==> config.mk <==
export PLATFORM = sky130hd
export DESIGN_NAME = id_pool_allocator
export DESIGN_NICKNAME = d
export VERILOG_FILES = /design/src/rtl/ipa_pkg.sv /design/src/rtl/ipa_front.sv /design/src/rtl/ipa_queue.sv /design/src/rtl/ipa_back.sv /design/src/rtl/id_pool_allocator.sv
export SDC_FILE = /design/constraint.sdc
export NUM_CORES = 2
export LEC_CHECK = 0
export ABC_AREA = 1
export BUFFER_PORTS_ARGS = -buffer_cell sky130_fd_sc_hd__buf_2
export CORE_ASPECT_RATIO = 1.75
export CORE_UTILIZATION = 60
export CTS_BUF_LIST = sky130_fd_sc_hd__clkbuf_8
export CTS_CLUSTER_DIAMETER = 50
export DETAILED_ROUTE_END_ITERATION = 6
export GPL_TIMING_DRIVEN = 1
export HOLD_SLACK_MARGIN = 0.1
export PLACE_DENSITY = 0.76
export SLEW_MARGIN = 20
export SYNTH_ARGS = -nofsm -noshare
export SYNTH_HDL_FRONTEND = slang
export SYNTH_HIERARCHICAL = 1
export SYNTH_SLANG_ARGS = --single-unit
==> constraint.sdc <==
create_clock -name clk_i -period 5.8 [get_ports clk_i]
set_input_delay 0.29 -clock clk_i [delete_from_list [all_inputs] [get_ports clk_i]]
set_output_delay 0.29 -clock clk_i [all_outputs]
set_load 0.1 [all_outputs]
==> src/rtl/ipa_pkg.sv <==
// ipa_pkg: shared types, constants and a helper function of the id pool allocator
// used by every module under rtl/, depends on nothing

package ipa_pkg;

  // built pool capacity and field widths
  localparam int Capacity = 1024;
  localparam int IdW      = 10;
  localparam int CntW     = 11;
  localparam int ActW     = 2;

  // released map organised as words of bits, one summary bit per word
  localparam int WordW  = 32;
  localparam int Words  = Capacity / WordW;
  localparam int WordAW = $clog2(Words);
  localparam int BitAW  = $clog2(WordW);

  // request queue between front and back
  localparam int QueueDepth = 2;
  localparam int QPtrW      = (QueueDepth > 1) ? $clog2(QueueDepth) : 1;
  localparam int QCntW      = $clog2(QueueDepth + 1);

  typedef enum logic [ActW-1:0] {
    ACT_GET     = 2'd0,
    ACT_CHECK   = 2'd1,
    ACT_RELEASE = 2'd2,
    ACT_IGNORE  = 2'd3
  } action_e;

  typedef enum logic {
    BK_IDLE = 1'b0,
    BK_EXEC = 1'b1
  } back_state_e;

  // one classified request as it travels through the queue
  typedef struct packed {
    action_e        act;
    logic [IdW-1:0] number;
  } ipa_req_t;

  // queue status seen by the front
  typedef struct packed {
    logic full;
    logic empty;
  } ipa_qstat_t;

  // index of the lowest set bit, zero when none is set
  function automatic logic [BitAW-1:0] lowest_set(input logic [WordW-1:0] v);
    logic [BitAW-1:0] r;
    r = '0;
    for (int i = WordW - 1; i >= 0; i--) begin
      if (v[i]) r = BitAW'(i);
    end
    return r;
  endfunction

endpackage

==> src/rtl/ipa_front.sv <==
// ipa_front: accepts requests and classifies them by action
// depends on ipa_pkg; feeds ipa_queue

module ipa_front (
  input  logic                     clk_i,
  input  logic                     rst_ni,
  input  logic                     in_valid_i,
  output logic                     in_stall_o,
  input  logic [ipa_pkg::ActW-1:0] action_i,
  input  logic [ipa_pkg::IdW-1:0]  number_i,
  input  ipa_pkg::ipa_qstat_t      qstat_i,
  output logic                     push_o,
  output ipa_pkg::ipa_req_t        req_o
);

  logic accept;
  logic seen_q;

  assign in_stall_o = qstat_i.full;
  assign accept     = in_valid_i && !in_stall_o;

  // unknown action is swallowed here and never reaches the back
  assign push_o     = accept && (ipa_pkg::action_e'(action_i) != ipa_pkg::ACT_IGNORE);
  assign req_o.act    = ipa_pkg::action_e'(action_i);
  assign req_o.number = number_i;

  // tracks that at least one request has been taken since reset
  always_ff @(posedge clk_i or negedge rst_ni) begin
    if (!rst_ni) begin
      seen_q <= 1'b0;
    end else if (accept) begin
      seen_q <= 1'b1;
    end
  end

  a_no_push_when_full: assert property (@(posedge clk_i) disable iff (!rst_ni)
    qstat_i.full |-> !push_o)
    else $error("push while queue full");
  a_ignore_dropped: assert property (@(posedge clk_i) disable iff (!rst_ni)
    (accept && action_i == ipa_pkg::ACT_IGNORE) |-> !push_o)
    else $error("ignored action pushed");
  a_push_needs_accept: assert property (@(posedge clk_i) disable iff (!rst_ni)
    push_o |-> (in_valid_i && !seen_q) || (in_valid_i && seen_q))
    else $error("push without request");

endmodule

==> src/rtl/ipa_queue.sv <==
// ipa_queue: short request queue between front and back
// depends on ipa_pkg

module ipa_queue (
  input  logic                clk_i,
  input  logic                rst_ni,
  input  logic                push_i,
  input  ipa_pkg::ipa_req_t   req_i,
  output ipa_pkg::ipa_qstat_t qstat_o,
  input  logic                pop_i,
  output logic                valid_o,
  output ipa_pkg::ipa_req_t   req_o
);

  ipa_pkg::ipa_req_t               mem_q [ipa_pkg::QueueDepth];
  logic [ipa_pkg::QPtrW-1:0]       wr_ptr_q, wr_ptr_d;
  logic [ipa_pkg::QPtrW-1:0]       rd_ptr_q, rd_ptr_d;
  logic [ipa_pkg::QCntW-1:0]       count_q, count_d;
  logic                            do_push, do_pop;

  localparam logic [ipa_pkg::QPtrW-1:0] LastPtr = ipa_pkg::QPtrW'(ipa_pkg::QueueDepth - 1);
  localparam logic [ipa_pkg::QCntW-1:0] FullCnt = ipa_pkg::QCntW'(ipa_pkg::QueueDepth);

  assign qstat_o.full  = (count_q == FullCnt);
  assign qstat_o.empty = (count_q == '0);
  assign valid_o       = !qstat_o.empty;
  assign req_o         = mem_q[rd_ptr_q];

  assign do_push = push_i && !qstat_o.full;
  assign do_pop  = pop_i && valid_o;

  always_comb begin
    wr_ptr_d = wr_ptr_q;
    rd_ptr_d = rd_ptr_q;
    count_d  = count_q;
    if (do_push) begin
      wr_ptr_d = (wr_ptr_q == LastPtr) ? '0 : wr_ptr_q + 1'b1;
    end
    if (do_pop) begin
      rd_ptr_d = (rd_ptr_q == LastPtr) ? '0 : rd_ptr_q + 1'b1;
    end
    if (do_push && !do_pop) begin
      count_d = count_q + 1'b1;
    end else if (do_pop && !do_push) begin
      count_d = count_q - 1'b1;
    end
  end

  always_ff @(posedge clk_i or negedge rst_ni) begin
    if (!rst_ni) begin
      wr_ptr_q <= '0;
      rd_ptr_q <= '0;
      count_q  <= '0;
    end else begin
      wr_ptr_q <= wr_ptr_d;
      rd_ptr_q <= rd_ptr_d;
      count_q  <= count_d;
    end
  end

  always_ff @(posedge clk_i) begin
    if (do_push) begin
      mem_q[wr_ptr_q] <= req_i;
    end
  end

  a_count_bound: assert property (@(posedge clk_i) disable iff (!rst_ni)
    count_q <= FullCnt)
    else $error("queue count overflow");
  a_push_grows: assert property (@(posedge clk_i) disable iff (!rst_ni)
    (do_push && !do_pop) |=> count_q == $past(count_q) + 1'b1)
    else $error("queue count did not grow");
  a_pop_shrinks: assert property (@(posedge clk_i) disable iff (!rst_ni)
    (do_pop && !do_push) |=> count_q == $past(count_q) - 1'b1)
    else $error("queue count did not shrink");

endmodule

==> src/rtl/ipa_back.sv <==
// ipa_back: carries out get, check and release against the released map
// depends on ipa_pkg; takes requests from ipa_queue, drives the result register

module ipa_back (
  input  logic                     clk_i,
  input  logic                     rst_ni,
  input  logic [ipa_pkg::CntW-1:0] limit_i,
  input  logic                     q_valid_i,
  input  ipa_pkg::ipa_req_t        q_req_i,
  output logic                     q_pop_o,
  output logic                     out_valid_o,
  input  logic                     out_stall_i,
  output logic [ipa_pkg::IdW-1:0]  granted_id_o,
  output logic                     ok_o
);

  // released map memory and its per-word summary (also the valid bits)
  logic [ipa_pkg::WordW-1:0]  map_mem [ipa_pkg::Words];
  logic [ipa_pkg::WordW-1:0]  rdata_q;
  logic [ipa_pkg::Words-1:0]  summary_q, summary_d;

  ipa_pkg::back_state_e       state_q, state_d;
  ipa_pkg::action_e           act_q, act_d;
  logic [ipa_pkg::IdW-1:0]    number_q, number_d;
  logic [ipa_pkg::WordAW-1:0] widx_q, widx_d;
  logic [ipa_pkg::CntW-1:0]   next_fresh_q, next_fresh_d;

  logic                       out_valid_q, out_valid_d;
  logic [ipa_pkg::IdW-1:0]    granted_q, granted_d;
  logic                       ok_q, ok_d;

  logic                       rd_en;
  logic [ipa_pkg::WordAW-1:0] rd_addr;
  logic                       wr_en;
  logic [ipa_pkg::WordW-1:0]  wr_data;

  logic [ipa_pkg::WordW-1:0]  word;
  logic [ipa_pkg::BitAW-1:0]  low_bit;
  logic [ipa_pkg::BitAW-1:0]  num_bit;
  logic [ipa_pkg::CntW-1:0]   number_ext;
  logic                       out_free;
  logic                       needs_out;

  assign word       = summary_q[widx_q] ? rdata_q : '0;
  assign low_bit    = ipa_pkg::lowest_set(word);
  assign num_bit    = number_q[ipa_pkg::BitAW-1:0];
  assign number_ext = ipa_pkg::CntW'(number_q);
  assign out_free   = !out_valid_q || !out_stall_i;
  assign needs_out  = (act_q == ipa_pkg::ACT_GET) || (act_q == ipa_pkg::ACT_CHECK);

  always_comb begin
    state_d      = state_q;
    act_d        = act_q;
    number_d     = number_q;
    widx_d       = widx_q;
    next_fresh_d = next_fresh_q;
    summary_d    = summary_q;
    out_valid_d  = out_valid_q && out_stall_i;
    granted_d    = granted_q;
    ok_d         = ok_q;
    q_pop_o      = 1'b0;
    rd_en        = 1'b0;
    rd_addr      = '0;
    wr_en        = 1'b0;
    wr_data      = word;

    case (state_q)
      ipa_pkg::BK_IDLE: begin
        if (q_valid_i) begin
          q_pop_o  = 1'b1;
          rd_en    = 1'b1;
          // a get reads the lowest word that holds a released id
          rd_addr  = (q_req_i.act == ipa_pkg::ACT_GET) ?
                     ipa_pkg::WordAW'(ipa_pkg::lowest_set(ipa_pkg::WordW'(summary_q))) :
                     q_req_i.number[ipa_pkg::IdW-1:ipa_pkg::BitAW];
          act_d    = q_req_i.act;
          number_d = q_req_i.number;
          widx_d   = rd_addr;
          state_d  = ipa_pkg::BK_EXEC;
        end
      end
      ipa_pkg::BK_EXEC: begin
        if (!needs_out || out_free) begin
          state_d = ipa_pkg::BK_IDLE;
          case (act_q)
            ipa_pkg::ACT_GET: begin
              out_valid_d = 1'b1;
              granted_d   = '0;
              ok_d        = 1'b0;
              if (summary_q != '0) begin
                wr_en             = 1'b1;
                wr_data           = word & ~(ipa_pkg::WordW'(1) << low_bit);
                summary_d[widx_q] = |wr_data;
                granted_d         = {widx_q, low_bit};
                ok_d              = 1'b1;
              end else if (next_fresh_q < limit_i) begin
                granted_d    = next_fresh_q[ipa_pkg::IdW-1:0];
                next_fresh_d = next_fresh_q + 1'b1;
                ok_d         = 1'b1;
              end
            end
            ipa_pkg::ACT_CHECK: begin
              out_valid_d = 1'b1;
              granted_d   = '0;
              if (number_ext >= limit_i) begin
                ok_d = 1'b0;
              end else if (number_ext >= next_fresh_q) begin
                ok_d = 1'b1;
              end else begin
                ok_d = word[num_bit];
              end
            end
            ipa_pkg::ACT_RELEASE: begin
              if (number_ext < next_fresh_q) begin
                wr_en             = 1'b1;
                wr_data           = word | (ipa_pkg::WordW'(1) << num_bit);
                summary_d[widx_q] = 1'b1;
              end
            end
            default: begin
            end
          endcase
        end
      end
      default: begin
        state_d = ipa_pkg::BK_IDLE;
      end
    endcase
  end

  always_ff @(posedge clk_i or negedge rst_ni) begin
    if (!rst_ni) begin
      state_q      <= ipa_pkg::BK_IDLE;
      act_q        <= ipa_pkg::ACT_GET;
      number_q     <= '0;
      widx_q       <= '0;
      next_fresh_q <= '0;
      summary_q    <= '0;
      out_valid_q  <= 1'b0;
    end else begin
      state_q      <= state_d;
      act_q        <= act_d;
      number_q     <= number_d;
      widx_q       <= widx_d;
      next_fresh_q <= next_fresh_d;
      summary_q    <= summary_d;
      out_valid_q  <= out_valid_d;
    end
  end

  always_ff @(posedge clk_i) begin
    granted_q <= granted_d;
    ok_q      <= ok_d;
  end

  always_ff @(posedge clk_i) begin
    if (wr_en) begin
      map_mem[widx_q] <= wr_data;
    end
    if (rd_en) begin
      rdata_q <= map_mem[rd_addr];
    end
  end

  assign out_valid_o  = out_valid_q;
  assign granted_id_o = granted_q;
  assign ok_o         = ok_q;

  a_fresh_bound: assert property (@(posedge clk_i) disable iff (!rst_ni)
    next_fresh_q <= ipa_pkg::CntW'(ipa_pkg::Capacity))
    else $error("fresh watermark beyond capacity");
  a_fail_zero_id: assert property (@(posedge clk_i) disable iff (!rst_ni)
    (out_valid_q && !ok_q) |-> granted_q == '0)
    else $error("failed request carries an id");
  a_result_from_exec: assert property (@(posedge clk_i) disable iff (!rst_ni)
    $rose(out_valid_q) |-> $past(state_q) == ipa_pkg::BK_EXEC)
    else $error("result appeared outside execute");
  a_idle_to_exec: assert property (@(posedge clk_i) disable iff (!rst_ni)
    (state_q == ipa_pkg::BK_IDLE && q_valid_i) |=> state_q == ipa_pkg::BK_EXEC)
    else $error("request not taken into execute");
  a_no_read_in_exec: assert property (@(posedge clk_i) disable iff (!rst_ni)
    (state_q == ipa_pkg::BK_EXEC) |-> !rd_en && !q_pop_o)
    else $error("map read while executing");

endmodule

==> src/rtl/id_pool_allocator.sv <==
// id_pool_allocator: top level of the id pool allocator
// depends on ipa_pkg, ipa_front, ipa_queue and ipa_back

// Hands out 10-bit ids from a pool of min(max_numbers, 1024) entries. Each request
// is a get (grants the lowest released id, else the next never-used id, else
// reports an empty pool with ok low), a check (ok high if the id is free) or a
// release (returns an id below the fresh watermark; no result). Action 3 is
// dropped with no result. The back end reads the 32-bit released-map word with a
// registered read in its idle state and does the update and write-back in its execute
// state, taking no new request until it is through with the last; the front keeps
// accepting into a two-deep queue while a result waits in the output register.
// The released map is a 32 x 32 memory with one summary bit per word that reset
// clears, so the map is empty straight after reset with no clearing pass.
// max_numbers is written through the cfg port, always ready, and must only be
// written while no request is in flight.

module id_pool_allocator (
  input  logic                     clk_i,
  input  logic                     rst_ni,
  // request channel
  input  logic                     in_valid_i,
  output logic                     in_stall_o,
  input  logic [ipa_pkg::ActW-1:0] action_i,
  input  logic [ipa_pkg::IdW-1:0]  number_i,
  // result channel
  output logic                     out_valid_o,
  input  logic                     out_stall_i,
  output logic [ipa_pkg::IdW-1:0]  granted_id_o,
  output logic                     ok_o,
  // configuration write
  input  logic                     cfg_valid_i,
  output logic                     cfg_ready_o,
  input  logic [ipa_pkg::CntW-1:0] cfg_max_numbers_i
);

  logic [ipa_pkg::CntW-1:0] max_numbers_q;
  logic [ipa_pkg::CntW-1:0] limit;

  ipa_pkg::ipa_qstat_t qstat;
  ipa_pkg::ipa_req_t   push_req;
  ipa_pkg::ipa_req_t   head_req;
  logic                push;
  logic                head_valid;
  logic                pop;

  // pool size register, write taken in any cycle
  assign cfg_ready_o = 1'b1;

  always_ff @(posedge clk_i or negedge rst_ni) begin
    if (!rst_ni) begin
      max_numbers_q <= ipa_pkg::CntW'(ipa_pkg::Capacity);
    end else if (cfg_valid_i && cfg_ready_o) begin
      max_numbers_q <= cfg_max_numbers_i;
    end
  end

  // effective pool size, clipped to the built capacity
  assign limit = (max_numbers_q > ipa_pkg::CntW'(ipa_pkg::Capacity)) ?
                 ipa_pkg::CntW'(ipa_pkg::Capacity) : max_numbers_q;

  // front: accept and classify
  ipa_front u_front (
    .clk_i      (clk_i),
    .rst_ni     (rst_ni),
    .in_valid_i (in_valid_i),
    .in_stall_o (in_stall_o),
    .action_i   (action_i),
    .number_i   (number_i),
    .qstat_i    (qstat),
    .push_o     (push),
    .req_o      (push_req)
  );

  // decoupling queue
  ipa_queue u_queue (
    .clk_i   (clk_i),
    .rst_ni  (rst_ni),
    .push_i  (push),
    .req_i   (push_req),
    .qstat_o (qstat),
    .pop_i   (pop),
    .valid_o (head_valid),
    .req_o   (head_req)
  );

  // back: map read, update and result register
  ipa_back u_back (
    .clk_i        (clk_i),
    .rst_ni       (rst_ni),
    .limit_i      (limit),
    .q_valid_i    (head_valid),
    .q_req_i      (head_req),
    .q_pop_o      (pop),
    .out_valid_o  (out_valid_o),
    .out_stall_i  (out_stall_i),
    .granted_id_o (granted_id_o),
    .ok_o         (ok_o)
  );

  a_limit_bound: assert property (@(posedge clk_i) disable iff (!rst_ni)
    limit <= ipa_pkg::CntW'(ipa_pkg::Capacity))
    else $error("pool size beyond capacity");
  a_cfg_taken: assert property (@(posedge clk_i) disable iff (!rst_ni)
    cfg_valid_i |=> max_numbers_q == $past(cfg_max_numbers_i))
    else $error("pool size write lost");
  a_stall_when_full: assert property (@(posedge clk_i) disable iff (!rst_ni)
    qstat.full |-> in_stall_o)
    else $error("request taken into full queue");

endmodule
-- After elaboration in Yosys (flattened, before gate mapping)
Memory sizes are Yosys's and may differ from the RTL's. A register that Yosys moved wholly into a read port is not among the register bits.
Cells that the tools add are included.
- bits in writable memories: 1048
- word-level logic and storage cells: 186
- ROM bits: 0
- memories: 2
- output and inout port bits: 14
- register bits after elaboration: 88
- bits in latches: 0
- bits of input ports: 28
- order comparisons: 8
- shift-type cells: 2
- div/mod/pow operators: 0
- reduce and logical (&&, ||, !) cells: 31
- bitwise operators: 7
- mux-type cells: 112
- equal/unequal tests: 6
- add/subtract/negate cells: 5
- multiply operators: 0
- memory list (memory ; depth ; bits a word ; read ports ; clocked after memory_dff ; wr ports ; line ; RTL):
    u_back.map_mem ; 32 ; 32 ; 1 ; 1 ; 1 ; ipa_back.sv:18 ; logic [ipa_pkg::WordW-1:0] map_mem [ipa_pkg::Words];
    u_queue.mem_q ; 2 ; 12 ; 1 ; 0 ; 1 ; ipa_queue.sv:15 ; ipa_pkg::ipa_req_t mem_q [ipa_pkg::QueueDepth];
- operators with widths (cell ; count):
    $mux W5 ; 67
    $mux W32 ; 7
    $pmux W32 S2 ; 2
    $or A32 B32 Y32 ; 2
    $shl A1 B5 Y32 const A ; 2
    $and A32 B32 Y32 ; 1
    $bwmux W32 ; 1
    $not A32 Y32 ; 1
    $reduce_bool A32 Y1 ; 1
    $reduce_or A32 Y1 ; 1
    $mux W1 ; 23
    $ge A10 B11 Y1 ; 2
    $mux W10 ; 2
    $pmux W10 S2 ; 1
    $lt A5 B6 Y1 const B ; 2
    $add A11 B1 Y11 const B ; 1
    $gt A11 B11 Y1 const B ; 1
    $lt A10 B11 Y1 ; 1
    $lt A11 B11 Y1 ; 1
    $mux W11 ; 1
    $bmux W1 S5 ; 2
    $reduce_and A5 Y1 ; 2
    $logic_and A1 B1 Y1 ; 8
    $logic_not A1 Y1 ; 7
    other kinds (18) ; 32

-- Longest topological paths before layout
- word-level depth: 42
- mapped depth: 51
- depth with buffers taken out: 48

-- Cells and area by module
Netlist, hierarchy kept.
- modules (own cells, without submodules) (module ; area an instance (um^2) ; seq. area each (um^2) ; times used ; cells each):
    ipa_back ; 47663.2 ; 33592.2 ; 1 ; 3986
    ipa_queue ; 1114.8 ; 820.8 ; 1 ; 95
    id_pool_allocator ; 511.7 ; 276.5 ; 1 ; 67
    ipa_front ; 116.4 ; 0.0 ; 1 ; 18

-- Worst setup path after synthesis
OpenSTA, ideal clock, no wires.
- path type: register to register
- start point: register u_back/widx_q[0] (netlist bit)
- end point: memory u_back/map_mem[0][14] (netlist bit) (data pin)
- setup slack: 1369 ps
- library setup time: 390 ps
- period minus slack after synthesis: 4431 ps
- data required time: 5410 ps
- cell stages (with the launch flop): 24
- path buffers: 4
- data arrival time: 4041 ps
- path through: dfrtp_1 > buf_4 > buf_2 > nand2_1 > o21ai_0 > nand2_1 > nand2_1 > nand2_1 > nand2_1 > nor2_1 > nand2_2 > buf_6 > buf_4 > nand2_1 > inv_2 > nor4_1 > nand2_1 > nor2_1 > inv_2 > nor3_1 > nand4_1 > a2111oi_4 > o21ai_0 > o221ai_1
- longest elaborated chain between the ends: 42
- elaborated cells on any way between the ends: 44
- classes of those cells: shift: 1; mux: 40; bitwise: 3
- RTL lines (element ; line ; RTL):
    start, declared ; ipa_back.sv:25 ; logic [ipa_pkg::WordAW-1:0] widx_q, widx_d;
    start signal, assigned ; ipa_back.sv:144 ; widx_q <= widx_d;
    $bmux W1 S5 (*) ; ipa_back.sv:44 ; assign word = summary_q[widx_q] ? rdata_q : '0;
    $mux W1 (not written as such) (*) ; ipa_back.sv:44 ;
    $mux W32 (*) ; ipa_back.sv:44 ;
    $mux W5 (32 in a row) ; ipa_pkg.sv:52 ; if (v[i]) r = BitAW'(i);
    $shl A1 B5 Y32 ; ipa_back.sv:92 ; wr_data = word & ~(ipa_pkg::WordW'(1) << low_bit);
    $not A32 Y32 ; ipa_back.sv:92 ;
    $and A32 B32 Y32 ; ipa_back.sv:92 ;
    $mux W32 ; ipa_back.sv:90 ; if (summary_q != '0) begin
    $pmux W32 S2 ; ipa_back.sv:85 ; case (act_q)
    $mux W32 ; ipa_back.sv:83 ; if (!needs_out || out_free) begin
    $mux W32 (*) ; ipa_back.sv:67 ; case (state_q)
    via u_back.wr_data (one bit) ; ipa_back.sv:35 ; logic [ipa_pkg::WordW-1:0] wr_data;
    end, declared ; ipa_back.sv:18 ;
Mark *: on every way through the listed nets, which the timed path passes. The rest lies on a longest branch. The select of a mux whose other input is x is not followed.

-- Worst setup path in the final report
- start point: register u_back/widx_q[0] (netlist bit)
- end point: register u_back/summary_q[8] (netlist bit)
- longest elaborated chain between the ends: 42
- elaborated cells on any way between the ends: 49
- classes of those cells: order compare: 2; shift: 1; mux: 41; bitwise: 3; reduce/logical: 2
- RTL lines (element ; line ; RTL):
    $bmux W1 S5 ; ipa_back.sv:44 ;
    $mux W1 (not written as such) ; ipa_back.sv:44 ;
    $mux W32 ; ipa_back.sv:44 ;
    $mux W5 (32 in a row) ; ipa_pkg.sv:52 ;
    $shl A1 B5 Y32 ; ipa_back.sv:92 ;
    $not A32 Y32 ; ipa_back.sv:92 ;
    $and A32 B32 Y32 ; ipa_back.sv:92 ;
    $reduce_or A32 Y1 ; ipa_back.sv:93 ; summary_d[widx_q] = |wr_data;
    $bwmux W32 ; ipa_back.sv:93 ;
    $mux W32 ; ipa_back.sv:90 ;
    $pmux W32 S2 (*) ; ipa_back.sv:85 ;
    end signal, assigned ; ipa_back.sv:146 ; summary_q <= summary_d;
    end, declared ; ipa_back.sv:20 ; logic [ipa_pkg::Words-1:0] summary_q, summary_d;
Mark *: on every way between the ends. The rest lies on a longest branch, timed or not. The select of a mux whose other input is x is not followed.
A chain may end at the register's enable or synchronous reset.

==> flow_summary_export.csv <==
group,metric,value,unit
worst_setup_path,crit_top_cell,"nand2_1",
floorplan,die-area,0.0835,sq mm
clock_network,clk_latency,860,ps
power,ir_worst_vdd,0.565,mV
hold_path,hold_class,"input port to flip-flop",
synth,syn_nets,4226,
timing,min_period_over_period,0.893,
route,wire_per_inst,27.6,um
floorplan,die_w,219,um
route,drt_iter0_drc,4574,
worst_setup_path,start_kind,"flip-flop",
layout,final_cell_mix,"edfxtp_1, nor2_1, o21ai_0",
worst_setup_path,cp.arrival,5910,ps
global_routing,track_usage,0.366,
hold_path,min-delay-start,"number_i[3]",
timing,period_needed,5180,ps
worst_setup_path,slowest_stage,"dfrtp_1",
power,p_int,19.2,mW
global_routing,grt_max_degree,185,
layout,utilization,0.681,
timing,fmax,0.193,GHz
synth,synthArstFlopShare,0.0659,
route,ant_nets,0,
worst_setup_path,cp_max_fo,32,
floorplan,coreArea,0.0812,sq mm
flow_run,cap_violations,0,
worst_setup_path,reg2reg_depth,49,
synth,netlist-cell-type-count,49,
power,p_leak,19.2,nW
synth,synth_seq_cells,1168,
synth,syn-cell-area,0.0494,sq mm
synth,syn_avg_cell_area,11.9,sq um
placement,gp_congestion,1.03,
timing,fin_tns_setup,0,ps
clock_network,cts_max_level,4,
global_routing,grt-ovfl-total,0,
floorplan,rows,138,
route,vias_per_cell,6.56,
placement,port_buffers,40,
synth,synth_warnings,6,
power,combPwrFrac,0.446,
route,drc,0,
placement,post-place-ws,269,ps
layout,num-fill-cells,5766,
placement,hpwl,83500,um
clock_network,clkTransAtPathRegs,70,ps
hold_path,holdPathStages,2,
clock_network,cts-root-buf,"clkbuf_8",
layout,final_common_cell,"edfxtp_1",
placement,placedCellCount,5127,
timing,hold_viol,0,
global_routing,grt_pass1_wl,220000,um
route,via_count,35900,
layout,area_delta_synth_final,11.8,%
layout,drive_above_1_share,0.121,
clock_network,clock_sinks,1168,
timing,worstMarginPinSlew,1040,ps
timing,maxSlewViolCount,0,
power,p_per_area,616,mW/mm^2
clock_network,cts_tree,"yes",
synth,synth_edf_count,1091,
timing,whs,185,ps
floorplan,pin_count,42,
hold_path,holdPathEnd,"u_queue/mem_q[1][3]",
timing,worst_slack,620,ps
clock_network,cts_buffer_depth,3,
outcome,status,"completed",
layout,final_cell_count_no_fill,5463,
synth,yosysSeqAreaShare,0.702,
route,wirelength,151000,um
power,switchingPower,14.8,mW
clock_network,cts_buffers,159,
worst_setup_path,r2r-end,"u_back/summary_q[8]",
timing,rsz0062_at_grt,"false",
timing,fin_skew,32.1,ps
synth,synth_ff_type,"edfxtp_1",
worst_setup_path,required,6530,ps
worst_setup_path,setup.worst_path.start,"u_back/widx_q[0]",
global_routing,antenna_found_initial,1,
floorplan,start_util,0.609,
synth,syn_inst,4166,
timing,relSlewSlack,0.309,
power,seqPwrFrac,0.381,
worst_setup_path,end_kind,"flip-flop",
power,power_frac_clock,0.173,
worst_setup_path,r2r-start,"u_back/widx_q[0]",
worst_setup_path,reg2reg_slack,620,ps
global_routing,grt_pass1_vias,35400,
timing,finalSetupViolations,0,
power,swShare,0.437,
layout,layout.nets,4350,
route,first_pass_iters,6,
floorplan,die_y,382,um
worst_setup_path,crit_type,"flip-flop to flip-flop",
worst_setup_path,slowest_delay,340,ps
power by group through the flow:
stage,Clock [mW],Combinational (mW),Sequential [mW]
2_1_floorplan,0,8.50,13.4
3_3_place_gp,0,14.5,13.1
3_5_place_dp,0,14.6,13.1
4_1_cts,5.93,14.7,13.0
5_1_grt,6.27,16.2,13.0
6_report,5.88,15.2,13.0
flip-flops by register name, indices dropped and copies added, names as in the netlist, 2 cells and up:
name and count:
u_queue/mem_q 24, u_back/granted_id_o 10, u_queue/count_q 2, u_back/act_q 2, u_back/map_mem 1024, u_back/number_q 10, u_back/summary_q 32, u_back/next_fresh_q 11
u_back/rdata_q 32, u_back/widx_q 5, max_numbers_q 11
stage by stage:
stage,instance area (sq um),total power [mW]
after floorplan,49400,21.9
after global placement,51600,27.6
after detailed placement,51700,27.8
after CTS,55100,33.6
after global routing,55200,35.5
final,55200,34.0
metal layers:
layer	track usage	wire length, um
met5	0	0
met4	0.241	10900
met3	0.0672	14700
met2	0.600	73200
met1	0.442	51900
how the worst max path moves through the flow:
stage,to,slack (ps)
after floorplan,u_back/map_mem[0][14],1370
after global placement,u_back/map_mem[7][17],250
after detailed placement,u_back/map_mem[2][17],270
after CTS,u_back/map_mem[5][17],250
after global routing,u_back/map_mem[14][16],140
final,u_back/summary_q[8],620
critical path, delay by kind of cell, from the launching register on:
kind	cells	cell delay [ps]
AOI/OAI and AO/OA	2	440
buffers and inverters	3	520
DFF	1	340
and+or+nand+nor	44	3670
synthesized netlist by cell type, types with 19 or more instances:
library cell | n | share of area
o21ai_0 | 657 | 0.067
inv_1 | 177 | 0.013
o22ai_1 | 87 | 0.011
nor3_1 | 31 | 0.0031
nand2_1 | 407 | 0.031
dfrtp_1 | 76 | 0.038
ha_1 | 32 | 0.0081
o221ai_1 | 204 | 0.036
a31oi_1 | 40 | 0.0051
nor2_1 | 699 | 0.053
a21oi_1 | 78 | 0.0079
nand3_1 | 134 | 0.014
nand4_1 | 19 | 0.0024
edfxtp_1 | 1091 | 0.66
o211ai_1 | 38 | 0.0058
clkbuf_1 | 239 | 0.018
area by class of cell:
type	instances	area, sq um	area share
Sequential cell	1168	34700	0.628
Multi-Input combinational cell	2529	13400	0.243
Clock buffer	161	2220	0.0401
Timing Repair Buffer	240	2120	0.0384
Tap cell	1050	1310	0.0238
Inverter	192	739	0.0134
Clock inverter	122	703	0.0127
Antenna cell	1	2.50	0.0000453
timing repair:
action | in CTS | in global routing
gates resized for setup | 0 | 2
hold buffers | 52 | 0
setup buffers | 0 | 0
endpoints found under the setup margin | 0 | 54
endpoints found under the hold margin | 115 | 0
logic make-up (layout without fill, tap and decap cells):
family / count (synthesis) / count (layout) / synth area share
simple gates: 1330 / 1330 / 0.109
flops: 1168 / 1168 / 0.702
compound gates: 1156 / 1156 / 0.141
buf+inv: 469 / 715 / 0.0378
fa+ha+maj: 32 / 32 / 0.00810
xor+xnor: 10 / 10 / 0.00177
other cells: 1 / 2 / 0.0000759
Note: power is estimated with default switching activity, not from simulation.
